--- config.mk ---
export PLATFORM = sky130hd
export DESIGN_NAME = best_fit_partition_allocator_core
export DESIGN_NICKNAME = d
export VERILOG_FILES = /design/src/bfpa_pkg.sv /design/src/bfpa_table.sv /design/src/best_fit_partition_allocator_core.sv
export SDC_FILE = /design/constraint.sdc
export NUM_CORES = 1
export LEC_CHECK = 0
export BUFFER_PORTS_ARGS = -buffer_cell sky130_fd_sc_hd__buf_2
export CAP_MARGIN = 20
export CORE_ASPECT_RATIO = 1.1
export CORE_MARGIN = 2
export CORE_UTILIZATION = 55
export CTS_BUF_LIST = sky130_fd_sc_hd__clkbuf_4
export DETAILED_ROUTE_END_ITERATION = 12
export GPL_TIMING_DRIVEN = 1
export PLACE_DENSITY = 0.72
export SKIP_LAST_GASP = 1
export SLEW_MARGIN = 25
export SYNTH_ARGS = -nofsm -noshare
export SYNTH_HDL_FRONTEND = slang
export SYNTH_SLANG_ARGS = --single-unit
export TNS_END_PERCENT = 50
--- constraint.sdc ---
create_clock -name clk -period 12.5 [get_ports clk]
set_input_delay 0.625 -clock clk [delete_from_list [all_inputs] [get_ports clk]]
set_output_delay 0.625 -clock clk [all_outputs]
set_load 0.05 [all_outputs]
--- src/bfpa_pkg.sv ---
// Package for the best-fit partition allocator: item types, sizes, codes.
// Used by every module of the block; depends on nothing.
`timescale 1ns / 1ps
package bfpa_pkg;
    localparam int MaxEntries = 16;
    localparam int SizeBits   = 20;
    localparam int IdxBits    = $clog2(MaxEntries);
    localparam int CntBits    = $clog2(MaxEntries + 1);

    localparam logic [1:0] REQ_ALLOC   = 2'd0;
    localparam logic [1:0] REQ_RELEASE = 2'd1;
    localparam logic [1:0] REQ_COMPACT = 2'd2;
    localparam logic [1:0] REQ_LIST    = 2'd3;

    localparam logic [2:0] ST_OK       = 3'd0;
    localparam logic [2:0] ST_NO_SPACE = 3'd1;
    localparam logic [2:0] ST_FULL     = 3'd2;
    localparam logic [2:0] ST_BAD_SIZE = 3'd3;
    localparam logic [2:0] ST_NOT_FOUND = 3'd4;

    typedef struct packed {
        logic [1:0]          req_type;
        logic [7:0]          proc_id;
        logic [SizeBits-1:0] req_size;
    } in_item_t;

    typedef struct packed {
        logic [2:0]          status;
        logic [SizeBits-1:0] start_addr;
        logic [SizeBits-1:0] end_addr;
        logic [7:0]          owner;
        logic                is_free;
        logic                last;
    } out_item_t;

    typedef struct packed {
        logic                free;
        logic [7:0]          owner;
        logic [SizeBits-1:0] size;
    } entry_t;
endpackage

--- src/bfpa_table.sv ---
// Partition table storage: one write port, one read port, registered read.
// Depends on bfpa_pkg.
`timescale 1ns / 1ps
module bfpa_table (
    input  logic                    clk,
    input  logic                    we,
    input  logic [bfpa_pkg::IdxBits-1:0] waddr,
    input  bfpa_pkg::entry_t        wdata,
    input  logic [bfpa_pkg::IdxBits-1:0] raddr,
    output bfpa_pkg::entry_t        rdata
);
    import bfpa_pkg::*;
    entry_t mem [MaxEntries];
    always_ff @(posedge clk)
    begin
        if (we)
        begin
            mem[waddr] <= wdata;
        end
        rdata <= mem[raddr];
    end
endmodule

--- src/best_fit_partition_allocator_core.sv ---
// Top level of the best-fit partition allocator: sequencer and shared datapath.
// Depends on bfpa_pkg and bfpa_table.
`timescale 1ns / 1ps
// Usage:
//   in_valid/in_stall carries one request item (type, process, size). An item
//   is taken when in_valid is high and in_stall low; in_stall stays high while
//   the item is worked on. Each item gives one result item on out_valid/
//   out_stall, except a listing, which gives one per table entry and a tail
//   line, the final one flagged with last.
//   cfg_valid/cfg_ready writes total_size; the write empties the table. It is
//   taken only when the block is idle, no result waits and no item is offered.
//   Walk: in a search, release or compact the sequencer walks the table one
//   entry per cycle through the single read port of the table memory (at
//   most 16 entries in use). A request follows the search with the address
//   sum, the slot shift on a partial hole fit and the placement; a listing
//   reads one entry at a time and waits on each result. One item at a time.
//   A single result waits in a holding register until the output register
//   frees, so the next item can start while the receiver stalls; a listing
//   holds its walk until each line is taken. Reset empties the table and sets
//   total_size to its maximum; no clearing pass is needed since only entries
//   below the count are read.
module best_fit_partition_allocator_core (
    input  logic                      clk,
    input  logic                      rst_n,
    input  logic                      in_valid,
    output logic                      in_stall,
    input  bfpa_pkg::in_item_t        in_data,
    output logic                      out_valid,
    input  logic                      out_stall,
    output bfpa_pkg::out_item_t       out_data,
    input  logic                      cfg_valid,
    output logic                      cfg_ready,
    input  logic [bfpa_pkg::SizeBits-1:0] cfg_data
);
    import bfpa_pkg::*;

    localparam logic [3:0] S_IDLE   = 4'd0;
    localparam logic [3:0] S_SCAN   = 4'd1; // best-fit search / release / compact read
    localparam logic [3:0] S_DECIDE = 4'd2;
    localparam logic [3:0] S_SHIFT  = 4'd3; // move entries up one slot
    localparam logic [3:0] S_PLACE  = 4'd4;
    localparam logic [3:0] S_FIXUP  = 4'd5; // never entered; S_SHIFT shrinks the hole after the new entry
    localparam logic [3:0] S_LIST   = 4'd6;
    localparam logic [3:0] S_OUT    = 4'd7;
    localparam logic [3:0] S_ADDR   = 4'd8; // sum sizes below best

    logic [3:0]          state_reg, state_next;
    in_item_t            item_reg, item_next;
    logic [SizeBits-1:0] total_reg, total_next;
    logic [SizeBits-1:0] tail_reg, tail_next;
    logic [CntBits-1:0]  count_reg, count_next;
    logic [CntBits-1:0]  idx_reg, idx_next;   // read pointer
    logic [CntBits-1:0]  wj_reg, wj_next;     // compact write pointer
    logic                rvalid_reg, rvalid_next;
    logic [CntBits-1:0]  ridx_reg, ridx_next; // index of data now in rdata
    logic                found_reg, found_next;
    logic [IdxBits-1:0]  best_reg, best_next;
    logic [SizeBits-1:0] bsize_reg, bsize_next;
    logic [SizeBits-1:0] acc_reg, acc_next;   // running address
    logic                ovalid_reg, ovalid_next;
    out_item_t           odata_reg, odata_next;
    out_item_t           res_reg, res_next;   // single result waiting for the output

    logic                we;
    logic [IdxBits-1:0]  waddr, raddr;
    entry_t              wdata, rdata;

    bfpa_table u_table (
        .clk   (clk),
        .we    (we),
        .waddr (waddr),
        .wdata (wdata),
        .raddr (raddr),
        .rdata (rdata)
    );

    assign in_stall  = (state_reg != S_IDLE);
    assign cfg_ready = (state_reg == S_IDLE) && !ovalid_reg && !in_valid;
    assign out_valid = ovalid_reg;
    assign out_data  = odata_reg;

    logic out_free;
    logic scan_last;
    assign out_free = !ovalid_reg || !out_stall;
    assign scan_last = rvalid_reg && (ridx_reg == count_reg - CntBits'(1));

    function automatic out_item_t mk(input logic [2:0] st, input logic [SizeBits-1:0] s,
                                     input logic [SizeBits-1:0] e, input logic [7:0] o,
                                     input logic f, input logic l);
        out_item_t r;
        r.status = st; r.start_addr = s; r.end_addr = e;
        r.owner = o; r.is_free = f; r.last = l;
        return r;
    endfunction

    always_comb
    begin
        state_next  = state_reg;
        item_next   = item_reg;
        total_next  = total_reg;
        tail_next   = tail_reg;
        count_next  = count_reg;
        idx_next    = idx_reg;
        wj_next     = wj_reg;
        rvalid_next = 1'b0;
        ridx_next   = idx_reg;
        found_next  = found_reg;
        best_next   = best_reg;
        bsize_next  = bsize_reg;
        acc_next    = acc_reg;
        ovalid_next = ovalid_reg && out_stall;
        odata_next  = odata_reg;
        res_next    = res_reg;
        we          = 1'b0;
        waddr       = ridx_reg[IdxBits-1:0];
        wdata       = rdata;
        raddr       = idx_reg[IdxBits-1:0];

        unique case (state_reg)
            S_IDLE:
            begin
                if (cfg_valid && cfg_ready)
                begin
                    total_next = cfg_data;
                    tail_next  = cfg_data;
                    count_next = '0;
                end
                else if (in_valid)
                begin
                    item_next  = in_data;
                    idx_next   = '0;
                    wj_next    = '0;
                    found_next = 1'b0;
                    acc_next   = '0;
                    if (in_data.req_type == REQ_ALLOC && in_data.req_size == '0)
                    begin
                        state_next = S_OUT;
                        res_next   = mk(ST_BAD_SIZE, '0, '0, '0, 1'b0, 1'b1);
                    end
                    else if (count_reg == '0)
                    begin
                        state_next = (in_data.req_type == REQ_LIST) ? S_LIST : S_DECIDE;
                    end
                    else
                    begin
                        state_next = (in_data.req_type == REQ_LIST) ? S_LIST : S_SCAN;
                    end
                end
            end
            S_SCAN:
            begin
                // issue reads one per cycle, process the entry read last cycle
                if (idx_reg < count_reg)
                begin
                    rvalid_next = 1'b1;
                    idx_next    = idx_reg + CntBits'(1);
                end
                if (rvalid_reg)
                begin
                    unique case (item_reg.req_type)
                        REQ_ALLOC:
                        begin
                            if (rdata.free && rdata.size >= item_reg.req_size &&
                                (!found_reg || rdata.size < bsize_reg))
                            begin
                                found_next = 1'b1;
                                best_next  = ridx_reg[IdxBits-1:0];
                                bsize_next = rdata.size;
                            end
                        end
                        REQ_RELEASE:
                        begin
                            if (!rdata.free && rdata.owner == item_reg.proc_id)
                            begin
                                we          = 1'b1;
                                wdata.free  = 1'b1;
                                wdata.owner = '0;
                                found_next  = 1'b1;
                            end
                        end
                        default:
                        begin
                            if (rdata.free)
                            begin
                                tail_next = tail_reg + rdata.size;
                            end
                            else
                            begin
                                we      = 1'b1;
                                waddr   = wj_reg[IdxBits-1:0];
                                wj_next = wj_reg + CntBits'(1);
                            end
                        end
                    endcase
                    if (scan_last)
                    begin
                        state_next = S_DECIDE;
                    end
                end
            end
            S_DECIDE:
            begin
                state_next = S_OUT;
                unique case (item_reg.req_type)
                    REQ_ALLOC:
                    begin
                        if (found_next)
                        begin
                            if (bsize_reg != item_reg.req_size &&
                                count_reg >= CntBits'(MaxEntries))
                            begin
                                res_next = mk(ST_FULL, '0, '0, '0, 1'b0, 1'b1);
                            end
                            else
                            begin
                                idx_next   = '0;
                                state_next = S_ADDR;
                            end
                        end
                        else if (item_reg.req_size > tail_reg)
                        begin
                            res_next = mk(ST_NO_SPACE, '0, '0, '0, 1'b0, 1'b1);
                        end
                        else if (count_reg >= CntBits'(MaxEntries))
                        begin
                            res_next = mk(ST_FULL, '0, '0, '0, 1'b0, 1'b1);
                        end
                        else
                        begin
                            best_next  = count_reg[IdxBits-1:0];
                            idx_next   = '0;
                            state_next = S_ADDR;
                        end
                    end
                    REQ_RELEASE:
                    begin
                        res_next = mk(found_reg ? ST_OK : ST_NOT_FOUND,
                                      '0, '0, '0, 1'b0, 1'b1);
                    end
                    REQ_COMPACT:
                    begin
                        count_next = wj_reg;
                        res_next   = mk(ST_OK, '0, '0, '0, 1'b0, 1'b1);
                    end
                    default:
                    begin
                        res_next = mk(ST_OK, '0, '0, '0, 1'b0, 1'b1);
                    end
                endcase
            end
            S_ADDR:
            begin
                // accumulate sizes of entries below best, one per cycle
                if (idx_reg < {1'b0, best_reg})
                begin
                    rvalid_next = 1'b1;
                    idx_next    = idx_reg + CntBits'(1);
                end
                if (rvalid_reg)
                begin
                    acc_next = acc_reg + rdata.size;
                end
                if (!rvalid_reg && !(idx_reg < {1'b0, best_reg}))
                begin
                    if (found_reg && bsize_reg == item_reg.req_size)
                    begin
                        state_next = S_PLACE;
                    end
                    else if (found_reg)
                    begin
                        idx_next   = count_reg - CntBits'(1);
                        state_next = S_SHIFT;
                    end
                    else
                    begin
                        tail_next  = tail_reg - item_reg.req_size;
                        state_next = S_PLACE;
                    end
                end
            end
            S_SHIFT:
            begin
                // read entry idx, write it to ridx+1 next cycle; walk downward
                if (!rvalid_reg || ridx_reg > {1'b0, best_reg})
                begin
                    if (idx_reg >= {1'b0, best_reg} && !(rvalid_reg && ridx_reg ==
                        {1'b0, best_reg}))
                    begin
                        rvalid_next = 1'b1;
                        idx_next    = idx_reg - CntBits'(1);
                    end
                end
                if (rvalid_reg)
                begin
                    we    = 1'b1;
                    waddr = IdxBits'(ridx_reg + CntBits'(1));
                    if (ridx_reg == {1'b0, best_reg})
                    begin
                        wdata.size  = rdata.size - item_reg.req_size;
                        rvalid_next = 1'b0;
                        count_next  = count_reg + CntBits'(1);
                        state_next  = S_PLACE;
                    end
                end
            end
            S_PLACE:
            begin
                we          = 1'b1;
                waddr       = best_reg;
                wdata.free  = 1'b0;
                wdata.owner = item_reg.proc_id;
                wdata.size  = item_reg.req_size;
                if (!found_reg)
                begin
                    count_next = count_reg + CntBits'(1);
                end
                res_next   = mk(ST_OK, acc_reg, acc_reg + item_reg.req_size,
                                item_reg.proc_id, 1'b0, 1'b1);
                state_next = S_OUT;
            end
            S_LIST:
            begin
                // one read in flight at most; emit when output register frees
                if (!rvalid_reg && idx_reg < count_reg && !ovalid_next)
                begin
                    rvalid_next = 1'b1;
                    idx_next    = idx_reg + CntBits'(1);
                end
                else if (rvalid_reg)
                begin
                    if (out_free)
                    begin
                        ovalid_next = 1'b1;
                        odata_next  = mk(ST_OK, acc_reg, acc_reg + rdata.size,
                                         rdata.free ? 8'd0 : rdata.owner,
                                         rdata.free, 1'b0);
                        acc_next    = acc_reg + rdata.size;
                    end
                    else
                    begin
                        rvalid_next = 1'b1;
                        ridx_next   = ridx_reg;
                    end
                end
                else if (!rvalid_reg && idx_reg >= count_reg && out_free)
                begin
                    res_next   = mk(ST_OK, acc_reg, total_reg, '0, 1'b1, 1'b1);
                    state_next = S_OUT;
                end
            end
            S_OUT:
            begin
                // move the waiting result into the output register
                if (out_free)
                begin
                    ovalid_next = 1'b1;
                    odata_next  = res_reg;
                    state_next  = S_IDLE;
                end
            end
            default:
            begin
                state_next = S_IDLE;
            end
        endcase
        if (state_reg == S_LIST && rvalid_reg && !out_free)
        begin
            raddr = ridx_reg[IdxBits-1:0];
        end
    end

    always_ff @(posedge clk or negedge rst_n)
    begin
        if (!rst_n)
        begin
            state_reg  <= S_IDLE;
            total_reg  <= '1;
            tail_reg   <= '1;
            count_reg  <= '0;
            rvalid_reg <= 1'b0;
            ovalid_reg <= 1'b0;
        end
        else
        begin
            state_reg  <= state_next;
            total_reg  <= total_next;
            tail_reg   <= tail_next;
            count_reg  <= count_next;
            rvalid_reg <= rvalid_next;
            ovalid_reg <= ovalid_next;
        end
    end

    always_ff @(posedge clk)
    begin
        item_reg  <= item_next;
        idx_reg   <= idx_next;
        wj_reg    <= wj_next;
        ridx_reg  <= ridx_next;
        found_reg <= found_next;
        best_reg  <= best_next;
        bsize_reg <= bsize_next;
        acc_reg   <= acc_next;
        odata_reg <= odata_next;
        res_reg   <= res_next;
    end
endmodule

Yosys cells after proc, flatten, opt, wreduce, memory -nomap -nowiden
Memories as Yosys holds them, arrays and structs flattened. A register that Yosys moved wholly into a read port is not among the register bits.
Index checks and enable logic that the tools add are counted.
{"block": "classes", "n_addsub": 11, "n_mul": 0, "n_div": 0, "n_lt_le_gt_ge": 9, "n_eq_ne": 57, "n_shift": 0, "muxes": 137, "n_bitwise": 1, "reduce_logical": 61}
{"cell": "$mux W53", "count": 14}
{"cell": "$mux W20", "count": 15}
{"cell": "$pmux W53 S2", "count": 2}
{"cell": "$pmux W53 S4", "count": 1}
{"cell": "$mux W5", "count": 27}
{"cell": "$pmux W20 S3", "count": 2}
{"cell": "$mux W4", "count": 28}
{"cell": "$add A20 B20 Y20", "count": 3}
{"cell": "$ne A2 B2 Y1 const B", "count": 28}
{"cell": "$pmux W20 S2", "count": 1}
{"cell": "$sub A20 B20 Y20", "count": 2}
{"cell": "$pmux W4 S8", "count": 1}
{"cell": "$pmux W5 S6", "count": 1}
{"cell": "$mux W9", "count": 3}
{"cell": "$mux W1", "count": 23}
{"cell": "$reduce_and A11 Y1", "count": 2}
{"cell": "$mux W3", "count": 7}
{"cell": "$eq A20 B20 Y1", "count": 1}
{"cell": "$ge A20 B20 Y1", "count": 1}
{"cell": "$gt A20 B20 Y1", "count": 1}
{"cell": "$logic_and A1 B1 Y1", "count": 20}
{"cell": "$logic_not A20 Y1", "count": 1}
{"cell": "$lt A20 B20 Y1", "count": 1}
{"cell": "$ne A20 B20 Y1", "count": 1}
{"cell": "other kinds (51)", "count": 90}
{"block": "totals", "regBits": 247, "latchBits": 0, "mem_bits_rw": 464, "romBits": 0, "in_bits": 55, "output_inout_bits": 56, "word_cells": 305, "n_memories": 1}
{"name": "u_table.mem", "depth": 16, "width": 29, "rd": 1, "rd_ports_with_merged_regs": 1, "wr": 1, "line": "bfpa_table.sv:13", "rtl": "entry_t mem [MaxEntries];"}

Logic depth before layout (Yosys ltp)
Gate-level depths: netlist (run 1).
{"block": "depth", "word_depth": 9, "depth_mapped": 12, "ltp_nobuf": 12}

Modules after synthesis
From an unflattened synthesis (run 1), not the netlist that was laid out.
{"block": "hier_totals", "hier_cells": 2479, "area_unflattened_um2": 34783.4}
{"mod": "bfpa_table", "n_inst": 1, "cells_each": 761, "area_per_inst_um2": 18032.3, "seq_area_each_um2": 14513.9}
{"mod": "best_fit_partition_allocator_core", "n_inst": 1, "cells_each": 1718, "area_per_inst_um2": 16751.1, "seq_area_each_um2": 7181.9}

Worst setup path after synthesis (run 1)
Ideal clock, no wire load.
{"block": "synth_path", "kind": "reg2reg", "startpoint": "reg item_reg[0] (netlist bit)", "endpoint": "reg res_reg[10] (netlist bit), enable pin", "setup_time_ps": 462, "arrival_ps": 4550, "t_required_ps": 12038, "slack_ps": 7489, "stages_incl_launch_ff": 11, "n_path_buf": 0, "synth_period_minus_slack_ps": 5011, "cell_sequence": "edfxtp_1 ha_1 inv_1 fa_1 a211oi_1 o21ai_0 a21o_1 a311oi_1 o32a_1 o221ai_1 nor2_1"}
{"block": "synth_between", "elab_chain_cells": 4, "word_cells_on_any_way": 6, "classes_between": "1 x order compare; 3 x eq/ne; 2 x reduce/logical"}
{"item": "start: declaration", "line": "best_fit_partition_allocator_core.sv:48", "rtl": "in_item_t item_reg, item_next;"}
{"item": "start signal: assignment", "line": "best_fit_partition_allocator_core.sv:396", "rtl": "item_reg <= item_next;"}
{"item": "branches (longest 3 deep; another with $gt A20 B20 Y1)"}
{"item": "$reduce_and A9 Y1 (no line) *"}
{"item": "end signal: assignment", "line": "best_fit_partition_allocator_core.sv:405", "rtl": "res_reg <= res_next;"}
{"item": "end: declaration", "line": "best_fit_partition_allocator_core.sv:62", "rtl": "out_item_t res_reg, res_next;"}
Every way passes the cells marked *.
A chain may end at the register's enable or synchronous reset.

Worst setup path after layout (run 1)
{"block": "layout_path", "startpoint": "reg state_reg[2]", "endpoint": "reg u_table.rdata[12] (netlist name)"}
{"block": "layout_between", "elab_chain_cells": 4}
{"item": "start: declaration", "line": "best_fit_partition_allocator_core.sv:47", "rtl": "logic [3:0] state_reg, state_next;"}
{"item": "start signal: assignment", "line": "best_fit_partition_allocator_core.sv:385", "rtl": "state_reg <= state_next;"}
{"item": "$eq A4 B3 Y1", "line": "best_fit_partition_allocator_core.sv:366", "rtl": "if (state_reg == S_LIST && rvalid_reg && !out_free)"}
{"item": "$logic_and A1 B1 Y1 (2 in series)", "line": "best_fit_partition_allocator_core.sv:366"}
{"item": "$mux W4", "line": "best_fit_partition_allocator_core.sv:366"}
No other way between the ends.

==> results of run 1 <==
report_power, final:
group	total, W	switching, W	internal [W]
sequential	0.00417	0.000422	0.00375
clock	0.00206	0.000990	0.00107
combinational	0.00476	0.00297	0.00179
total	0.0110	0.00439	0.00661
layer usage:
layer	share of wire [%]	track usage (%)	up-vias
met5	0	0	-
met3	7.8	5.345	208
li1	-	-	10510
met2	49	44.64	1090
met1	40	35.51	11630
met4	3.5	12.02	0
worst min-delay path by stage:
stage,start,end,slack (ns),cells past startpoint
after global placement,res_reg[38],out_data[38],0.49,2
final,in_valid,found_reg,0.11,3
after detailed placement,res_reg[30],out_data[30],0.49,2
after floorplan,rst_n,count_reg[0],0.33,0
after CTS,in_valid,found_reg,0.03,3
after global routing,in_valid,found_reg,0.09,3
cells by family after synthesis:
family / count (synthesis) / share of synthesized area, %
xor gates and xnor gates: 115 / 2.866
muxes: 155 / 9.011
AOI/OAI and AO/OA: 562 / 10.35
adders and majority gates: 141 / 5.127
DFF: 739 / 61.73
and+or+nand+nor: 620 / 8.192
buffers and inverters: 200 / 2.724
cell type report:
type | instances | area share, %
Timing Repair Buffer | 218 | 3.776
Inverter | 96 | 0.9126
Sequential cell | 739 | 54.57
Tap cell | 841 | 2.646
Clock inverter | 61 | 0.9661
Clock buffer | 273 | 5.155
Antenna cell | 1 | 0.006294
Multi-Input combinational cell | 1593 | 31.97
timing repair:
action                                 CTS  global route
resized for setup                        0             0
hold buffers                            52             0
endpoints found under the hold margin   80             0
critical path, stage by stage, from the launching register on:
cell and delay, ns:
sky130_fd_sc_hd__dfrtp_2 0.75, sky130_fd_sc_hd__nand2b_1 0.16, sky130_fd_sc_hd__or2_1 0.37, sky130_fd_sc_hd__inv_4 0.30, sky130_fd_sc_hd__nand4_4 0.35, sky130_fd_sc_hd__mux2i_4 0.25
sky130_fd_sc_hd__buf_4 0.62, sky130_fd_sc_hd__buf_4 0.82, sky130_fd_sc_hd__mux4_2 0.41, sky130_fd_sc_hd__and2_1 0.16, sky130_fd_sc_hd__a211oi_1 0.26, sky130_fd_sc_hd__a31oi_1 0.08
per-stage QoR:
step           utilization, %  hold slack [ns]  setup slack, ns
2_1_floorplan               -           0.3294            7.489
3_3_place_gp            57.91           0.4887            7.553
3_5_place_dp            57.94           0.4949            7.336
4_1_cts                 62.59          0.02912            7.347
5_1_grt                 62.64          0.09323            7.405
6_report                62.64           0.1103            7.695
Yosys cell counts, types with 15 or more instances:
cell,instances
sky130_fd_sc_hd__a22oi_1,24
sky130_fd_sc_hd__o21a_1,17
sky130_fd_sc_hd__nor2_1,141
sky130_fd_sc_hd__mux4_2,87
sky130_fd_sc_hd__xor2_1,49
sky130_fd_sc_hd__mux4_1,29
sky130_fd_sc_hd__dfxtp_1,29
sky130_fd_sc_hd__o21ai_0,149
sky130_fd_sc_hd__inv_1,94
sky130_fd_sc_hd__buf_2,15
sky130_fd_sc_hd__and2_1,44
sky130_fd_sc_hd__nor3_1,22
sky130_fd_sc_hd__nand4_1,23
sky130_fd_sc_hd__mux2_2,24
sky130_fd_sc_hd__xnor2_1,66
sky130_fd_sc_hd__and3_1,36
sky130_fd_sc_hd__nand3_1,30
sky130_fd_sc_hd__nand2_1,249
sky130_fd_sc_hd__a31oi_1,46
sky130_fd_sc_hd__clkbuf_1,70
sky130_fd_sc_hd__a211oi_1,51
sky130_fd_sc_hd__a21o_1,52
sky130_fd_sc_hd__nand2b_1,19
sky130_fd_sc_hd__ha_1,136
sky130_fd_sc_hd__dfstp_2,40
sky130_fd_sc_hd__a21oi_1,104
sky130_fd_sc_hd__edfxtp_1,659
==> results.toml, run 1 <==
[global_routing]
grt_pass1_vias = 23790
grt_start_max_net_pins = 117
grt_pass1_wl_um = 135100
initial_antenna_violation_count = 1
globalRouteOverflowTotal = 0
grt_util_all_layers_pct = 27.27

[floorplanning]
io_pins = 111
floorplan.initialDensity_pct = 55.37
die_width_um = 245.0
die_height_um = 269.1
design.core.area_sq_um = 63470
core.rowCount = 97
die_area_sq_um = 65940

[setup_path]
path_class = "flip-flop to flip-flop"
worst_ep_required_time_ns = 13.35
reg2reg_from = "state_reg[2]"
cp_max_fo = 65
worst_setup_path_endpoint = "u_table.rdata[12]"
crit_path_end_kind = "flip-flop"
worst_r2r_endpoint = "u_table.rdata[12]"
ff2ff_setup_slack_ns = 7.70
source_of_the_critical_timing_path = "state_reg[2]"
timing.reg2reg.worst_path_depth = 11
arrival_ns = 5.66
worst_setup_path_start_kind = "flip-flop"

[sta]
timing.final.crit_period_ns = 4.805
transition_at_the_pin_with_the_smallest_max_transition_slack_ns = 1.138
rsz0062_at_grt = "no"
timing.final.setup_violations = 0
timing_hold_violations_final = 0
totalNegativeSetupSlack_ns = 0
timing.clock.skew_ns = 0.05870
timing.slew.headroom_pct = 23.43
fin_crit_sh_pct = 38.44
drv_slew = 0
max_freq_mhz = 208.1

[logic_synthesis]
post_synth_inst_count = 2532
avgSynthCellArea_sq_um = 13.88
ys_ff_latch = 739
yosys_warnings = 0
portion_of_the_post_synthesis_area_used_by_sequential_elements_pct = 61.73
synth_fp_nets = 2728
ys_async_sr_fraction_pct = 6.901
synth_edf_count = 659
synth_ff_type = "sky130_fd_sc_hd__edfxtp_1"
netlist.area_leader.share_pct = 56.31
yosys-top-cells-area = "sky130_fd_sc_hd__edfxtp_1 56%, sky130_fd_sc_hd__mux4_2 5.6%, sky130_fd_sc_hd__ha_1 4.8%"
synthesis.area_sq_um = 35140
yosys.area.top_type = "sky130_fd_sc_hd__edfxtp_1"
yosysUniqueCellTypes = 80

[worst_hold_path]
hold_class = "input pin to flip-flop"

[flow_run]
max_cap_violations = 0

[clock_tree]
cts_root_buffer = "sky130_fd_sc_hd__clkbuf_4"
clkLatencyLatePin_ns = 1.04
cts_h_tree_depth = 4
cts_buffers = 181
post-cts-setup-buffers = 0
tritoncts_clock_tree = "done"
worst_setup_hold_path_clk_slew_ns = 0.06
clock_path_buffers = 3
numClockSinks = 739

[final_layout]
layout-drive-gt1-share_pct = 22.38
fin_cells = 3822
final_cell_mix = "659 x sky130_fd_sc_hd__edfxtp_1, 273 x sky130_fd_sc_hd__clkbuf_4, 249 x sky130_fd_sc_hd__nand2_1, 149 x sky130_fd_sc_hd__o21ai_0, 136 x sky130_fd_sc_hd__ha_1"
finalNetCount = 3025
sequential_cell_area_sq_um = 21700
layout_commonest_cell = "sky130_fd_sc_hd__edfxtp_1"
multi_input_comb_area_sq_um = 12710
areaGrowthSynthToFinish_pct = 13.14
layout.cell_area.non_filler_sq_um = 39760
n_fill_cell = 4752
largest_register_ffs = 464

[placement]
gp_congestion = 0.9551
detailed_place_hpwl_um = 56450
place.port_buffers = 110
detailed_place.area_sq_um = 36780
dpl.cell_count = 3435

[run_status]
result_of_the_run = "finished, final reports clean"

[routing]
postRouteWirelength_um = 89300
drt_iter0_markers = 2099
drt-pass1-iter-count = 6
wl_per_cell_um = 23.36
count_of_unresolved_drc_violations_after_routing = 0
route.detailed.vias_per_inst = 6.133
routed_antenna_nets = 0
via_count = 23440

[power]
ir_drop_mv = 0.2128
power_density_nw_per_um2 = 276.6
design_power_total_w = 0.01100
power.leakage_nw = 14.73
(Power assumes the default switching activity.)
==> run 2, diff against run 1 <==
--- a/config.mk
+++ b/config.mk
@@ -13,7 +13,7 @@
 export CTS_BUF_LIST = sky130_fd_sc_hd__clkbuf_4
 export DETAILED_ROUTE_END_ITERATION = 12
 export GPL_TIMING_DRIVEN = 1
-export PLACE_DENSITY = 0.72
+export PLACE_DENSITY = 0.75
 export SKIP_LAST_GASP = 1
 export SLEW_MARGIN = 25
 export SYNTH_ARGS = -nofsm -noshare
==> constraint.sdc (replaced) <==
create_clock -name clk -period 4.05 [get_ports clk]
set_input_delay 0.2025 -clock clk [delete_from_list [all_inputs] [get_ports clk]]
set_output_delay 0.2025 -clock clk [all_outputs]
set_load 0.05 [all_outputs]
==> results.toml, run 2 (same netlist as run 1, synthesis figures left out) <==
[clock_tree]
clock_path_buffers = 3
numClockSinks = 739
cts_root_buffer = "sky130_fd_sc_hd__clkbuf_4"
clkLatencyLatePin_ns = 1.07
cts_h_tree_depth = 4
cts_buffers = 181
worst_setup_hold_path_clk_slew_ns = 0.06
tritoncts_clock_tree = "done"

[setup_path]
crit_slowest_cell = "sky130_fd_sc_hd__o41ai_1"
critPathMostFrequentCell = "sky130_fd_sc_hd__o21ai_0"
crit_path_end_kind = "flip-flop"
worst_setup_path_start_kind = "flip-flop"
timing.reg2reg.worst_path_depth = 12
crit_chain = "ha_1, inv_1, fa_1, a211oi_1, o21ai_0, nand2_1, o21ai_0, o41ai_1, o21ai_0, xnor2_1, o21ai_0, buf_4"
path_buf_inv = 2
path_delay_family = "compound AO/OA/AOI/OAI gates"
path_class = "flip-flop to flip-flop"
worstSetupPathDepth = 12
worst_ep_required_time_ns = 4.95
slowest_delay_ns = 0.53
cp_max_fo = 16
arrival_ns = 4.57

[power]
clockPowerShare_pct = 18.6
ir_drop_mv = 0.4062
seq_power_share_pct = 36.2
pwr-share-comb_pct = 45.2
design_power_total_w = 0.03501
power.leakage_nw = 15.41
p_int_w = 0.02102
power.share.switching_pct = 39.95
power_density_nw_per_um2 = 850.5
switchingPower_w = 0.01399

[sta]
totalNegativeSetupSlack_ns = 0
timing_hold_violations_final = 0
timing.clock.skew_ns = 0.06165
max_freq_mhz = 272.2
setup_ws_ns = 0.3764
transition_at_the_pin_with_the_smallest_max_transition_slack_ns = 0.9625
timing.final.crit_period_ns = 3.674
rsz0062_at_grt = "no"
timing.final.setup_violations = 0
drv_slew = 0
fin_crit_sh_pct = 90.71
timing.slew.headroom_pct = 35.68

[worst_hold_path]
hold_class = "input pin to flip-flop"
min_path_cells = 4

[flow_run]
max_cap_violations = 0

[global_routing]
initial_antenna_violation_count = 3
grt_pass1_wl_um = 142000
globalRouteOverflowTotal = 0
grt_start_max_net_pins = 74
grt_pass1_vias = 24650
grt_util_all_layers_pct = 28.66

[placement]
pre_cts_ws_ns = 0.3203
detailed_place_hpwl_um = 61840
place.port_buffers = 110
gp_congestion = 0.9967

[final_layout]
finalNetCount = 3157
areaGrowthSynthToFinish_pct = 17.14
layout-drive-gt1-share_pct = 23.12
n_fill_cell = 4570
largest_register_ffs = 464
layout_commonest_cell = "sky130_fd_sc_hd__edfxtp_1"
final_core_utilization_pct = 64.85
final_cell_mix = "659 x sky130_fd_sc_hd__edfxtp_1, 267 x sky130_fd_sc_hd__clkbuf_4, 249 x sky130_fd_sc_hd__nand2_1, 149 x sky130_fd_sc_hd__o21ai_0, 136 x sky130_fd_sc_hd__ha_1"

[run_status]
result_of_the_run = "finished, final reports clean"

[floorplanning]
die_height_um = 269.1
core.rowCount = 97
design.core.area_sq_um = 63470
die_area_sq_um = 65940
floorplan.initialDensity_pct = 55.37
io_pins = 111
die_width_um = 245.0

[routing]
routed_antenna_nets = 0
wl_per_cell_um = 23.75
count_of_unresolved_drc_violations_after_routing = 0
via_count = 24230
drt_iter0_markers = 2222
drt-pass1-iter-count = 5
postRouteWirelength_um = 94010
route.detailed.vias_per_inst = 6.121
run 2: cell type report:
| class | instances | area [sq um] | area share, % |
|---|---|---|---|
| Antenna cell | 4 | 10.01 | 0.02432 |
| Sequential cell | 739 | 21700 | 52.70 |
| Clock inverter | 69 | 464.2 | 1.128 |
| Inverter | 96 | 362.8 | 0.8814 |
| Multi-Input combinational cell | 1593 | 12690 | 30.82 |
| Timing Repair Buffer | 350 | 2890 | 7.021 |
| Clock buffer | 267 | 2004 | 4.869 |
| Tap cell | 841 | 1052 | 2.556 |
run 2: worst paths after layout:
check                                     endpoint  slack, ns          from
worst min-delay path                  tail_reg[11]        0.1  cfg_data[11]
worst max-delay path            u_table.mem[3][18]       0.38   item_reg[0]
min in group asynchronous             count_reg[3]       0.51         rst_n
worst min register to register        out_data[46]       0.51   res_reg[46]
max in group asynchronous               rvalid_reg       3.04         rst_n
worst max register to register  u_table.mem[3][18]       0.38   item_reg[0]
run 2: through the flow:
stage                     hold slack (ns)  cells  cell area, sq um
after floorplan                  -0.09309   2532             35160
after global placement             0.3964   3499             37470
after detailed placement           0.3967   3499             37480
after CTS                         0.01044   3955             41150
after global routing              0.03929   3956             41160
final                             0.09875   3959             41170
run 2: worst min-delay path, delay by kind of cell:
kind,cells,cell delay (ns)
buf+inv,2,0.69
compound gates,2,0.22
run 2: power by group through the flow:
stage | Sequential, W | Combinational (W) | Clock [W]
floorplan | 0.0129 | 0.0105 | 0
global placement | 0.0127 | 0.0150 | 0
detailed placement | 0.0128 | 0.0154 | 0
CTS | 0.0126 | 0.0156 | 0.00660
global route | 0.0128 | 0.0172 | 0.00699
finish | 0.0127 | 0.0158 | 0.00650
run 2: what timing repair did:
item | in CTS | in global routing
hold endpoints to repair | 204 | 0
setup buffers | 0 | 0
resized for setup | 0 | 0
hold buffers | 120 | 0
run 2: layer usage:
metal	wire length (um)	share of wire, %	global-route usage, %
met3	7188	7.6	5.554
met2	47000	50	48.13
met5	0	0	0
met4	3317	3.5	12.32
met1	36500	39	36.38
